### src/sv/sdeg_pkg.sv
// Shared types and constants for the slewed downward expander gate.
// No dependencies; used by the controller, the datapath and the top level.
package sdeg_pkg;

  localparam int CHANNELS_DEF    = 2;
  localparam int SAMPLE_BITS_DEF = 24;

  localparam int CFG_IDX_BITS = 3;
  localparam int CFG_BITS     = 24;
  localparam int TRIM_W       = 16;
  localparam int THR_W        = 23;
  localparam int COEF_W       = 24;
  localparam int GAIN_W       = 25;
  localparam int FRAC         = 24;
  localparam int TRIM_FRAC    = 12;
  localparam int DIV_STEPS    = 24;
  localparam int CNT_W        = 5;
  localparam int MB_W         = 26;

  localparam logic [TRIM_W-1:0] TRIM_RST    = 16'd4096;
  localparam logic [THR_W-1:0]  THR_RST     = 23'd26527;
  localparam logic [COEF_W-1:0] ATTACK_RST  = 24'd345960;
  localparam logic [COEF_W-1:0] RELEASE_RST = 24'd29090;
  localparam logic [COEF_W-1:0] SLEW_RST    = 24'd87160;
  localparam logic [GAIN_W-1:0] UNITY_GAIN  = 25'h100_0000;

  typedef enum logic [CFG_IDX_BITS-1:0] {
    REG_TRIM    = 3'd0,
    REG_THR     = 3'd1,
    REG_ATTACK  = 3'd2,
    REG_RELEASE = 3'd3,
    REG_SLEW    = 3'd4
  } reg_idx_t;

  typedef enum logic [4:0] {
    ST_IDLE, ST_TRIM, ST_SAT, ST_DIFF, ST_ENVMUL, ST_ENVUPD, ST_CMP, ST_DIV,
    ST_SQ1, ST_R2, ST_SQ2, ST_TGT, ST_GDIFF, ST_SLEW, ST_GUPD, ST_OUTMUL, ST_FIN
  } state_t;

  typedef enum logic [4:0] {
    OP_NONE, OP_LOAD, OP_TRIM, OP_SAT, OP_DIFF, OP_ENVMUL, OP_ENVUPD, OP_CMP,
    OP_DIV, OP_SQ1, OP_R2, OP_SQ2, OP_TGT, OP_GDIFF, OP_SLEW, OP_GUPD,
    OP_OUTMUL, OP_EMIT
  } op_t;

  typedef struct packed {
    logic ge_thr;    // envelope at or above threshold
    logic out_free;  // output register can take a result
  } sdeg_sts_t;

endpackage

### src/sv/sdeg_ctrl.sv
// Sequencer of the gate: steps one sample through the shared datapath.
// Depends on sdeg_pkg for state, command and status types.
module sdeg_ctrl
  import sdeg_pkg::*;
(
  input  logic      clk,
  input  logic      rst_n,
  input  logic      in_tvalid,
  output logic      in_tready,
  input  sdeg_sts_t sts,
  output op_t       cmd
);

  state_t           state_r, state_nxt;
  logic [CNT_W-1:0] div_cnt_r, div_cnt_nxt;

  always_ff @(posedge clk) begin
    if (!rst_n) begin
      state_r   <= ST_IDLE;
      div_cnt_r <= '0;
    end else begin
      state_r   <= state_nxt;
      div_cnt_r <= div_cnt_nxt;
    end
  end

  // next state
  always_comb begin
    state_nxt   = state_r;
    div_cnt_nxt = div_cnt_r;
    unique case (state_r)
      ST_IDLE:   if (in_tvalid) state_nxt = ST_TRIM;
      ST_TRIM:   state_nxt = ST_SAT;
      ST_SAT:    state_nxt = ST_DIFF;
      ST_DIFF:   state_nxt = ST_ENVMUL;
      ST_ENVMUL: state_nxt = ST_ENVUPD;
      ST_ENVUPD: state_nxt = ST_CMP;
      ST_CMP: begin
        div_cnt_nxt = '0;
        state_nxt   = sts.ge_thr ? ST_GDIFF : ST_DIV;
      end
      ST_DIV: begin
        div_cnt_nxt = div_cnt_r + CNT_W'(1);
        if (div_cnt_r == CNT_W'(DIV_STEPS - 1)) state_nxt = ST_SQ1;
      end
      ST_SQ1:    state_nxt = ST_R2;
      ST_R2:     state_nxt = ST_SQ2;
      ST_SQ2:    state_nxt = ST_TGT;
      ST_TGT:    state_nxt = ST_GDIFF;
      ST_GDIFF:  state_nxt = ST_SLEW;
      ST_SLEW:   state_nxt = ST_GUPD;
      ST_GUPD:   state_nxt = ST_OUTMUL;
      ST_OUTMUL: state_nxt = ST_FIN;
      ST_FIN:    if (sts.out_free) state_nxt = ST_IDLE;
      default:   state_nxt = ST_IDLE;
    endcase
  end

  // outputs
  always_comb begin
    in_tready = 1'b0;
    cmd       = OP_NONE;
    unique case (state_r)
      ST_IDLE: begin
        in_tready = 1'b1;
        if (in_tvalid) cmd = OP_LOAD;
      end
      ST_TRIM:   cmd = OP_TRIM;
      ST_SAT:    cmd = OP_SAT;
      ST_DIFF:   cmd = OP_DIFF;
      ST_ENVMUL: cmd = OP_ENVMUL;
      ST_ENVUPD: cmd = OP_ENVUPD;
      ST_CMP:    cmd = OP_CMP;
      ST_DIV:    cmd = OP_DIV;
      ST_SQ1:    cmd = OP_SQ1;
      ST_R2:     cmd = OP_R2;
      ST_SQ2:    cmd = OP_SQ2;
      ST_TGT:    cmd = OP_TGT;
      ST_GDIFF:  cmd = OP_GDIFF;
      ST_SLEW:   cmd = OP_SLEW;
      ST_GUPD:   cmd = OP_GUPD;
      ST_OUTMUL: cmd = OP_OUTMUL;
      ST_FIN:    if (sts.out_free) cmd = OP_EMIT;
      default:   cmd = OP_NONE;
    endcase
  end

  a_accept_starts: assert property (@(posedge clk) disable iff (!rst_n)
    (in_tvalid && in_tready) |=> (state_r == ST_TRIM))
    else $error("accepted sample did not start processing");

  a_div_bound: assert property (@(posedge clk) disable iff (!rst_n)
    (state_r == ST_DIV) |-> (div_cnt_r < CNT_W'(DIV_STEPS)))
    else $error("divide step count out of range");

  a_emit_free: assert property (@(posedge clk) disable iff (!rst_n)
    (cmd == OP_EMIT) |-> sts.out_free)
    else $error("result emitted over an unread output");

  a_one_per_item: assert property (@(posedge clk) disable iff (!rst_n)
    (cmd == OP_EMIT) |=> (state_r == ST_IDLE))
    else $error("emit did not return to idle");

endmodule

### config.mk
export PLATFORM = sky130hd
export DESIGN_NAME = sdeg_ctrl
export DESIGN_NICKNAME = d
export VERILOG_FILES = /design/src/sv/sdeg_pkg.sv /design/src/sv/sdeg_ctrl.sv
export SDC_FILE = /design/constraint.sdc
export NUM_CORES = 1
export LEC_CHECK = 0
export ABC_AREA = 1
export BUFFER_PORTS_ARGS = -buffer_cell sky130_fd_sc_hd__buf_2
export CAP_MARGIN = 40
export CORE_MARGIN = 3
export CORE_UTILIZATION = 48
export CTS_CLUSTER_SIZE = 20
export DETAILED_ROUTE_END_ITERATION = 8
export PLACE_DENSITY = 0.72
export SLEW_MARGIN = 30
export SYNTH_ARGS = -nofsm -noshare
export SYNTH_HDL_FRONTEND = slang
export SYNTH_SLANG_ARGS = --single-unit
### constraint.sdc
create_clock -name clk -period 1.15 [get_ports clk]
set_input_delay 0.23 -clock clk [delete_from_list [all_inputs] [get_ports clk]]
set_output_delay 0.23 -clock clk [all_outputs]
set_load 0.02 [all_outputs]
==> results.yml, run 1 <==
run_status:
  status: "stopped before the end"
  failed_stage: "5_1_grt"
  error: "[ERROR DPL-0038] Utilization greater than 100%, impossible to legalize"
clock_network:
  ctsRootBufferMaster: "clkbuf_4"
  cts_max_level: 1
  cts_buffers: 3
  clock_sinks: 10
  cts_hold_buf: 0
  clockBufferDepth: 2
synthesis:
  syn-num-nets: 120
  netlist_instances: 114
  synth_seq_area_share_pct: 27.8
  synth_warnings: 0
  synth_top_area_cell: "dfxtp_1"
  async_flop_share_pct: 0
  synth_area_per_cell_um2: 6.31
  synthFlopType: "dfxtp_1"
  synth_area_um2: 719
  synth_cell_types: 27
  yosysTopAreaCellShare_pct: 27.8
  synth_area_leaders: "dfxtp_1 (28%), nand2_1 (14%), nand3_1 (8.3%)"
  ys_ff_latch: 10
  synth_most_common_cell: "nand2_1"
  synthTopCellsByCount: "nand2_1 (26), nor2_1 (14), nand3_1 (12), inv_1 (11), dfxtp_1 (10)"
  synth_edf_count: 0
timing:
  worstEpCategory: "primary output"
  worstEndpointGrtRepair: "cmd[3]"
floorplan:
  die_h_um: 44.7
  die_w_um: 44.7
  initial_core_util_pct: 53.3
  io_pins: 11
  rows: 13
placement:
  pre_cts_slack_ps: -301
  dp_hpwl_um: 1640
  place.port_buffers: 10
  gp_congestion: 0.923
grt:
  grt_start_max_net_pins: 9
[cells by family after synthesis]
kind of cell,count (synthesis),synth area share (%)
compound gates,22,19.0
simple gates,63,41.0
fa+ha+maj,1,1.74
flops,10,27.8
buf+inv,18,10.4
[what timing repair did]
item                                    in CTS
endpoints found under the setup margin      16
resized for setup                           38
pin swaps                                    8
buffers inserted                             5
[stage by stage]
stage	hold slack, ps	area, um^2	std cells
after floorplan	353	787	114
after global placement	474	1010	158
after detailed placement	490	1010	158
after CTS	218	1210	167
==> run 2: changes to the inputs <==
--- a/config.mk
+++ b/config.mk
@@ -8,11 +8,10 @@
 export ABC_AREA = 1
 export BUFFER_PORTS_ARGS = -buffer_cell sky130_fd_sc_hd__buf_2
 export CAP_MARGIN = 40
-export CORE_MARGIN = 3
-export CORE_UTILIZATION = 48
-export CTS_CLUSTER_SIZE = 20
+export CORE_AREA = 3 3 64 66
 export DETAILED_ROUTE_END_ITERATION = 8
-export PLACE_DENSITY = 0.72
+export DIE_AREA = 0 0 67 69
+export PLACE_DENSITY_LB_ADDON = 0.15
 export SLEW_MARGIN = 30
 export SYNTH_ARGS = -nofsm -noshare
 export SYNTH_HDL_FRONTEND = slang
==> constraint.sdc (replaced) <==
create_clock -name clk -period 1.5 [get_ports clk]
set_input_delay 0.3 -clock clk [delete_from_list [all_inputs] [get_ports clk]]
set_output_delay 0.3 -clock clk [all_outputs]
set_load 0.02 [all_outputs]
==> run 2 against run 1 <==
The flow now finishes, with violations (negative setup slack). Synthesized area unchanged. Synthesized cell count unchanged.
==> results.yml, run 2 <==
route:
  drt-pass1-iter-count: 4
  drt_iter0_drc: 31
  route.detailed.drc: 0
  ant_nets: 0
  wl_per_cell_um: 11.6
  routed_wl_um: 2280
  viasPerCell: 4.45
  route.vias.total: 876
finish:
  diodes: 0
  layout_commonest_cell: "nand2_1"
  drive_gt1_share_pct: 43.6
  layout_common_cells: "nand2_1 (24), buf_4 (23), nand3_1 (11), inv_1 (10), nor2_1 (9)"
  syn_to_final_growth_pct: 60.9
  nets: 156
  reg_top3: "div_cnt_r: 5 flops, state_r: 5 flops"
  fillers: 410
  fin_cells: 197
  finish.utilization_pct: 31.9
synthesis:
  ys_ff_latch: 10
  synth_seq_area_share_pct: 27.8
  synth_edf_count: 0
  netlist_instances: 114
  synth_area_per_cell_um2: 6.31
  syn-num-nets: 120
  async_flop_share_pct: 0
  synth_warnings: 0
  synthTopCellsByCount: "nand2_1 (26), nor2_1 (14), nand3_1 (12), inv_1 (11), dfxtp_1 (10)"
  synth_most_common_cell: "nand2_1"
  synthFlopType: "dfxtp_1"
  synth_area_leaders: "dfxtp_1 (28%), nand2_1 (14%), nand3_1 (8.3%)"
  synth_cell_types: 27
  yosysTopAreaCellShare_pct: 27.8
  synth_area_um2: 719
  synth_top_area_cell: "dfxtp_1"
setup_path:
  worstPathArrival_ps: 1360
  crit_buf_inv: 3
  critical_path_class: "register to output port"
  path_cells: "inv_4 > buf_6 > nand3_4 > o22ai_2 > nor2_1 > nand4_1 > buf_4"
  slowest_delay_ps: 380
  r2r-start: "state_r[3]"
  cp.required_ps: 1200
  setup.worst_path.start_class: "register"
  cp_top_family: "flip-flops"
  rrSetupSlack_ps: 50
  reg2reg_depth: 10
  reg2reg_to: "state_r[0]"
  worstPathMaxFanout: 6
  crit_slowest_cell: "dfxtp_4"
  critPathCaptureType: "output port"
grt:
  grt_start_max_net_pins: 10
  grt_antenna_before_repair: 0
  grt_pass1_wl_um: 3800
  track_usage_pct: 10.4
  grt_pass1_vias: 897
  overflow: 0
floorplan:
  die_w_um: 67
  initial_core_util_pct: 19.8
  rows: 22
  core_um2: 3630
  io_pins: 11
  die_h_um: 69
  fp.dieArea_um2: 4620
timing:
  hold_violations: 0
  skew_ps: 5.30
  relSlewSlack_pct: 80.5
  fin_crit_ps: 1660
  slew_viol_final: 0
  whs_ps: 329
  max_freq_ghz: 0.603
  worst_pin_slew_ps: 290
  fin_ws_ps: -160
  grt_setup_unrepaired: "true"
  timing.final.crit_share_pct: 111
  setup_viol: 4
pwr:
  p_leak_nw: 0.535
  vdd_ir_drop_max_mv: 0.606
  finalPower_mw: 1.72
  power.density_nw_per_um2: 1480
clock_network:
  cts_buffers: 3
  cts_max_level: 1
  clockBufferDepth: 2
  cts_tree: "built"
  clkSlewWorstSetupHoldPaths_ps: 50
  clock_sinks: 10
  clock_latency_ps: 230
  ctsRootBufferMaster: "clkbuf_8"
hold_path:
  hold_end: "div_cnt_r[3]"
  hold_class: "input pin to register"
  worstHoldStart: "rst_n"
  hold-path-cell-count: 3
placement:
  gp_congestion: 0.801
  dp_hpwl_um: 1780
  placed_cells: 190
  place.port_buffers: 10
run_status:
  violations: "negative setup slack"
  status: "complete, but fails checks"
run:
  max_cap_violations: 0
==> run 2: cell type report <==
class                           instances  area (um^2)  area share [%]
Sequential cell                        10          216            18.7
Timing Repair Buffer                   32          236            20.4
Tap cell                               48         60.1            5.19
Multi-Input combinational cell         86          518            44.8
Clock buffer                            4         55.1            4.76
Inverter                               17         71.3            6.16
==> run 2: cells by family after synthesis <==
family	Yosys count	share of synthesized area (%)
fa+ha+maj	1	1.74
simple gates	63	41.0
compound gates	22	19.0
buf+inv	18	10.4
flops	10	27.8
==> run 2: repair_timing <==
item,in CTS,in global routing
setup endpoints to repair,6,8
buffers inserted,1,3
hold buffers,0,0
pin swaps,3,3
resized for setup,20,16
==> run 2: per-layer routing <==
metal	vias up	part of all wire [%]	track usage, %
met3	2	4.7	1.63
met2	16	48	16.9
met5	-	0	0
li1	456	-	-
met1	402	46	13.5
met4	0	0.61	3.60
==> run 2: worst min-delay path, cell delays in order <==
cell and delay [ps]:
buf_2 120, nand2_1 60, a21oi_1 30
==> run 2: how the worst max path moves through the flow <==
| stage | from | depth (start not counted) | slack, ps | endpoint |
|---|---|---|---|---|
| 4_1_cts | state_r[3] | 7 | -150 | cmd[0] |
| 3_3_place_gp | state_r[3] | 7 | -70 | cmd[2] |
| 6_report | state_r[3] | 7 | -160 | cmd[0] |
| 5_1_grt | state_r[3] | 7 | -220 | cmd[3] |
| 2_1_floorplan | state_r[1] | 6 | 60 | cmd[0] |
| 3_5_place_dp | state_r[2] | 6 | -20 | cmd[0] |
==> run 2: power breakdown <==
part / leakage [nW] / switching (mW) / total [mW] / internal (mW)
Sequential: 0.0844 / 0.0732 / 0.386 / 0.313
Clock: 0.0288 / 0.105 / 0.336 / 0.231
Combinational: 0.421 / 0.527 / 0.994 / 0.467
Total: 0.535 / 0.705 / 1.72 / 1.01
==> run 2: metrics by stage <==
| stage | area [um^2] | setup slack, ps | TNS [ps] |
|---|---|---|---|
| 2_1_floorplan | 727 | 61.7 | 0 |
| 3_3_place_gp | 968 | -70.1 | -161 |
| 3_5_place_dp | 968 | -22.6 | -44.7 |
| 4_1_cts | 1080 | -152 | -566 |
| 5_1_grt | 1160 | -220 | -948 |
| 6_report | 1160 | -160 | -504 |
No activity file was read; power rests on OpenSTA's default activity.
==> run 3: changes to the inputs <==
--- a/config.mk
+++ b/config.mk
@@ -11,7 +11,7 @@
 export CORE_AREA = 3 3 64 66
 export DETAILED_ROUTE_END_ITERATION = 8
 export DIE_AREA = 0 0 67 69
-export PLACE_DENSITY_LB_ADDON = 0.15
+export PLACE_DENSITY = 0.34
 export SLEW_MARGIN = 30
 export SYNTH_ARGS = -nofsm -noshare
 export SYNTH_HDL_FRONTEND = slang
==> run 3 against run 2 <==
The run still ends with negative setup slack left. Worst hold slack improved by 17 ps. Clock power shrank 21%. First-iteration DRC count shrank 29%. Non-clock buffer count is 1 higher. Power shrank 1.6%. Count of clock-buffer cells in the layout shrank 1. Register-to-register slack better by 50 ps. Combinational power hardly changed. Setup slack improved by 29 ps. Critical path type unchanged. Critical endpoint unchanged. Highest routed layer unchanged.
==> results.yml, run 3 (synthesized netlist as in run 2, its figures left out) <==
setup_path:
  r2r-start: "state_r[2]"
  reg2reg_to: "state_r[0]"
  critical_path_class: "register to output port"
  cp.required_ps: 1200
  worstPathMaxFanout: 6
  crit_top_cell: "buf_4"
  slowest_delay_ps: 370
  critPathCaptureType: "output port"
  worstPathArrival_ps: 1330
  crit_slowest_cell: "dfxtp_4"
  cp_top_family: "flip-flops"
  setup.worst_path.start_class: "register"
  crit_buf_inv: 2
  path_cells: "buf_4 > nand3_4 > o22ai_1 > nor2_1 > nand4_1 > buf_4"
  reg2reg_depth: 9
  rrSetupSlack_ps: 100
hold_path:
  hold-path-cell-count: 3
  worstHoldStart: "rst_n"
  hold_end: "div_cnt_r[3]"
  hold_class: "input pin to register"
floorplan:
  die_h_um: 69
  io_pins: 11
  initial_core_util_pct: 19.8
  die_w_um: 67
  fp.dieArea_um2: 4620
  rows: 22
  core_um2: 3630
finish:
  nets: 157
  design_area_um2: 1190
  fillers: 408
  reg_top3: "div_cnt_r: 5 flops, state_r: 5 flops"
  layout_common_cells: "buf_4 (25), nand2_1 (22), inv_1 (8), nand3_1 (8), nor2_1 (8)"
  diodes: 0
  layout_commonest_cell: "buf_4"
  syn_to_final_growth_pct: 65.7
  drive_gt1_share_pct: 51.7
grt:
  grt_pass1_vias: 883
  grt_antenna_before_repair: 0
  track_usage_pct: 10.2
  overflow: 0
  grt_start_max_net_pins: 8
  grt_pass1_wl_um: 3810
route:
  route.vias.total: 853
  viasPerCell: 4.33
  wl_per_cell_um: 11.5
  route.detailed.drc: 0
  drt_iter0_drc: 22
  ant_nets: 0
  drt-pass1-iter-count: 4
  routed_wl_um: 2260
pwr:
  p_leak_nw: 0.531
  finalPower_mw: 1.69
  vdd_ir_drop_max_mv: 0.450
  power.density_nw_per_um2: 1420
run_status:
  status: "complete, but fails checks"
  violations: "negative setup slack"
clock_network:
  cts_buffers: 3
  cts_max_level: 1
  ctsRootBufferMaster: "clkbuf_8"
  clock_latency_ps: 230
  cts_tree: "built"
  clkSlewWorstSetupHoldPaths_ps: 50
  clockBufferDepth: 2
  clock_sinks: 10
timing:
  skew_ps: 3.33
  max_freq_ghz: 0.613
  slew_viol_final: 0
  grt_setup_unrepaired: "true"
  setup_viol: 5
  whs_ps: 345
  fin_ws_ps: -130
  timing.final.crit_share_pct: 109
  worst_pin_slew_ps: 342
  fin_crit_ps: 1630
  hold_violations: 0
  relSlewSlack_pct: 77.1
placement:
  postPlaceCellArea_um2: 968
  dp_hpwl_um: 1750
  place.port_buffers: 10
  pre_cts_slack_ps: -96.5
  gp_congestion: 0.801
run:
  max_cap_violations: 0
## run 3: worst min-delay path, stage by stage
cell and delay, ps:
buf_2 120, nand2_1 70, a21oi_1 30
## run 3: per-layer routing
layer | track usage (%) | vias to the layer above | wire length, um
met5 | 0 | - | 0
met1 | 13.6 | 386 | 1030
li1 | - | 458 | -
met2 | 17.7 | 7 | 1180
met3 | 0.977 | 2 | 54
met4 | 2.03 | 0 | 6
## run 3: how the worst max path moves through the flow
stage | startpoint | to | cells after the start
2_1_floorplan | state_r[1] | cmd[0] | 6
3_3_place_gp | state_r[0] | cmd[0] | 8
3_5_place_dp | state_r[0] | cmd[0] | 8
4_1_cts | state_r[1] | cmd[2] | 5
5_1_grt | state_r[0] | cmd[0] | 8
6_report | state_r[2] | cmd[0] | 6
## run 3: where the power goes
part / internal, mW / switching [mW]
combinational: 0.476 / 0.531
sequential: 0.316 / 0.0992
clock: 0.175 / 0.0921
## run 3: layout make-up
class	instances	area [um^2]	area share, %
tap	48	60.1	5.04
multi-input combinational	86	559	46.9
sequential	10	216	18.2
inverter	17	68.8	5.77
timing repair buffer	33	246	20.7
clock buffer	3	41.3	3.46
## run 3: metrics by stage
step / setup TNS (ps) / std cells / utilization, %
floorplan: 0 / 114 / -
global placement: -316 / 190 / 26.7
detailed placement: -169 / 190 / 26.7
CTS: -471 / 194 / 29.5
global route: -854 / 197 / 32.8
finish: -455 / 197 / 32.8
## run 3: what timing repair did
item	CTS	global route
gates resized for setup	21	28
endpoints found under the setup margin	6	7
buffers inserted	1	3
cloned	0	0
pin swaps	2	5
hold buffers	0	0
==> run 4: changes to the inputs <==
--- a/config.mk
+++ b/config.mk
@@ -11,7 +11,8 @@
 export CORE_AREA = 3 3 64 66
 export DETAILED_ROUTE_END_ITERATION = 8
 export DIE_AREA = 0 0 67 69
-export PLACE_DENSITY = 0.34
+export PLACE_DENSITY_LB_ADDON = 0.2
+export SETUP_SLACK_MARGIN = 0.02
 export SLEW_MARGIN = 30
 export SYNTH_ARGS = -nofsm -noshare
 export SYNTH_HDL_FRONTEND = slang
==> run 4 against run 3 <==
The flow still finishes with violations (negative setup slack). Wire length up 15%. Maximum frequency down 0.85%. Final cell count up 5.1%. Power up 17%. Non-clock buffer count up 10. Setup slack worse by 14 ps. Critical endpoint is now cmd[3]. Largest power group unchanged.
==> results.yml, run 4 (synthesized netlist as in run 2, its figures left out) <==
route:
  drt_iter0_drc: 44
  wl_per_cell_um: 12.6
  route.vias.total: 966
  ant_nets: 0
  routed_wl_um: 2600
  drt-pass1-iter-count: 4
  viasPerCell: 4.67
  route.detailed.drc: 0
clock_network:
  cts_buffers: 3
  cts_tree: "built"
  clock_sinks: 10
  ctsRootBufferMaster: "clkbuf_8"
  cts_max_level: 1
  clkSlewWorstSetupHoldPaths_ps: 50
  cts_hold_buf: 0
  clock_latency_ps: 230
  clockBufferDepth: 2
run:
  max_cap_violations: 0
pwr:
  power.density_nw_per_um2: 1480
  finalPower_mw: 1.97
  p_leak_nw: 0.603
  vdd_ir_drop_max_mv: 0.519
finish:
  fin_cells: 207
  layout_common_cells: "buf_4 (28), nand2_1 (19), buf_6 (10), inv_1 (8), nand3_1 (8)"
  layout_commonest_cell: "buf_4"
  reg_top3: "div_cnt_r: 5 flops, state_r: 5 flops"
  nets: 167
  diodes: 0
  fillers: 385
  drive_gt1_share_pct: 56.6
  syn_to_final_growth_pct: 85.2
  design_area_um2: 1330
floorplan:
  die_h_um: 69
  rows: 22
  initial_core_util_pct: 19.8
  core_um2: 3630
  die_w_um: 67
  io_pins: 11
  fp.dieArea_um2: 4620
grt:
  use_met2_pct: 22.6
  overflow: 0
  use_met1_pct: 13.0
  grt_start_max_net_pins: 8
  grt_busiest_layer: "met2"
  track_usage_pct: 12.3
  grt_pass1_vias: 981
  use_met3_pct: 3.09
  grt_antenna_before_repair: 0
  grt_pass1_wl_um: 4420
run_status:
  status: "complete, but fails checks"
  violations: "negative setup slack"
placement:
  gp_congestion: 0.825
  postPlaceCellArea_um2: 968
  place.port_buffers: 10
  dp_hpwl_um: 1710
  placed_cells: 190
setup_path:
  critical_path_class: "register to output port"
  worstPathMaxFanout: 6
  worstPathArrival_ps: 1340
  rrSetupSlack_ps: 90
  critPathCaptureType: "output port"
  cp.required_ps: 1200
  setup.worst_path.start_class: "register"
timing:
  setup_viol: 5
  max_freq_ghz: 0.608
  fin_ws_ps: -145
  relSlewSlack_pct: 78.7
  skew_ps: 2.49
  grt_setup_unrepaired: "true"
  worst_pin_slew_ps: 317
  hold_violations: 0
  timing.final.crit_share_pct: 110
  fin_crit_ps: 1640
  slew_viol_final: 0
hold_path:
  hold_class: "input pin to register"
==> run 4: changes by cell type in the layout (fill, tap and decap cells not counted), moves of 2 or more <==
cell	delta
buf_4	+3
buf_6	+7
nand2_1	-3
nand2_4	+2
nor2_2	+2
==> run 4: final timing paths <==
path,from,endpoint,depth (start not counted)
min reg2reg,div_cnt_r[0],div_cnt_r[0],1
max,state_r[0],cmd[3],7
max reg2reg,state_r[2],state_r[2],8
min,rst_n,div_cnt_r[3],3
==> run 4: metrics by stage <==
step	utilization, %	setup slack (ps)	TNS [ps]	hold WS [ps]
2_1_floorplan	-	61.7	0	423
3_3_place_gp	26.7	-72.4	-177	472
3_5_place_dp	26.7	-49.8	-96.7	467
4_1_cts	34.5	-143	-452	329
5_1_grt	36.7	-231	-856	340
6_report	36.7	-145	-510	327
==> run 4: final cells by class <==
class	instances	area (um^2)	share of cell area, %
multi-input cells	86	578	43.4
clock buffers	3	41.3	3.10
repair buffers	43	363	27.2
inverters	17	71.3	5.35
flip-flops and latches	10	219	16.4
well taps	48	60.1	4.51
==> run 4: critical path, stage by stage (launching register included) <==
cell	delay, ps
dfxtp_4	410
inv_4	50
nand2_4	90
buf_12	110
nand2_4	50
nand3_2	100
o2111ai_2	120
buf_4	170
==> run 4: per-layer routing <==
metal	wire (um)	part of all wire, %
met5	0	0
met4	44	1.7
met3	86	3.3
met2	1410	54
met1	1060	41
==> run 4: repair_timing <==
action | 4_1_cts | 5_1_grt
endpoints found under the setup margin | 7 | 9
buffers inserted | 14 | 5
pin swaps | 9 | 11
endpoints found under the hold margin | 0 | 0
gates resized for setup | 46 | 20
cloned | 0 | 0
==> run 4: report_power, final <==
| group | switching (mW) | total [mW] | internal, mW |
|---|---|---|---|
| Combinational | 0.650 | 1.29 | 0.640 |
| Sequential | 0.0932 | 0.407 | 0.314 |
| Clock | 0.0959 | 0.271 | 0.175 |
| Total | 0.839 | 1.97 | 1.13 |
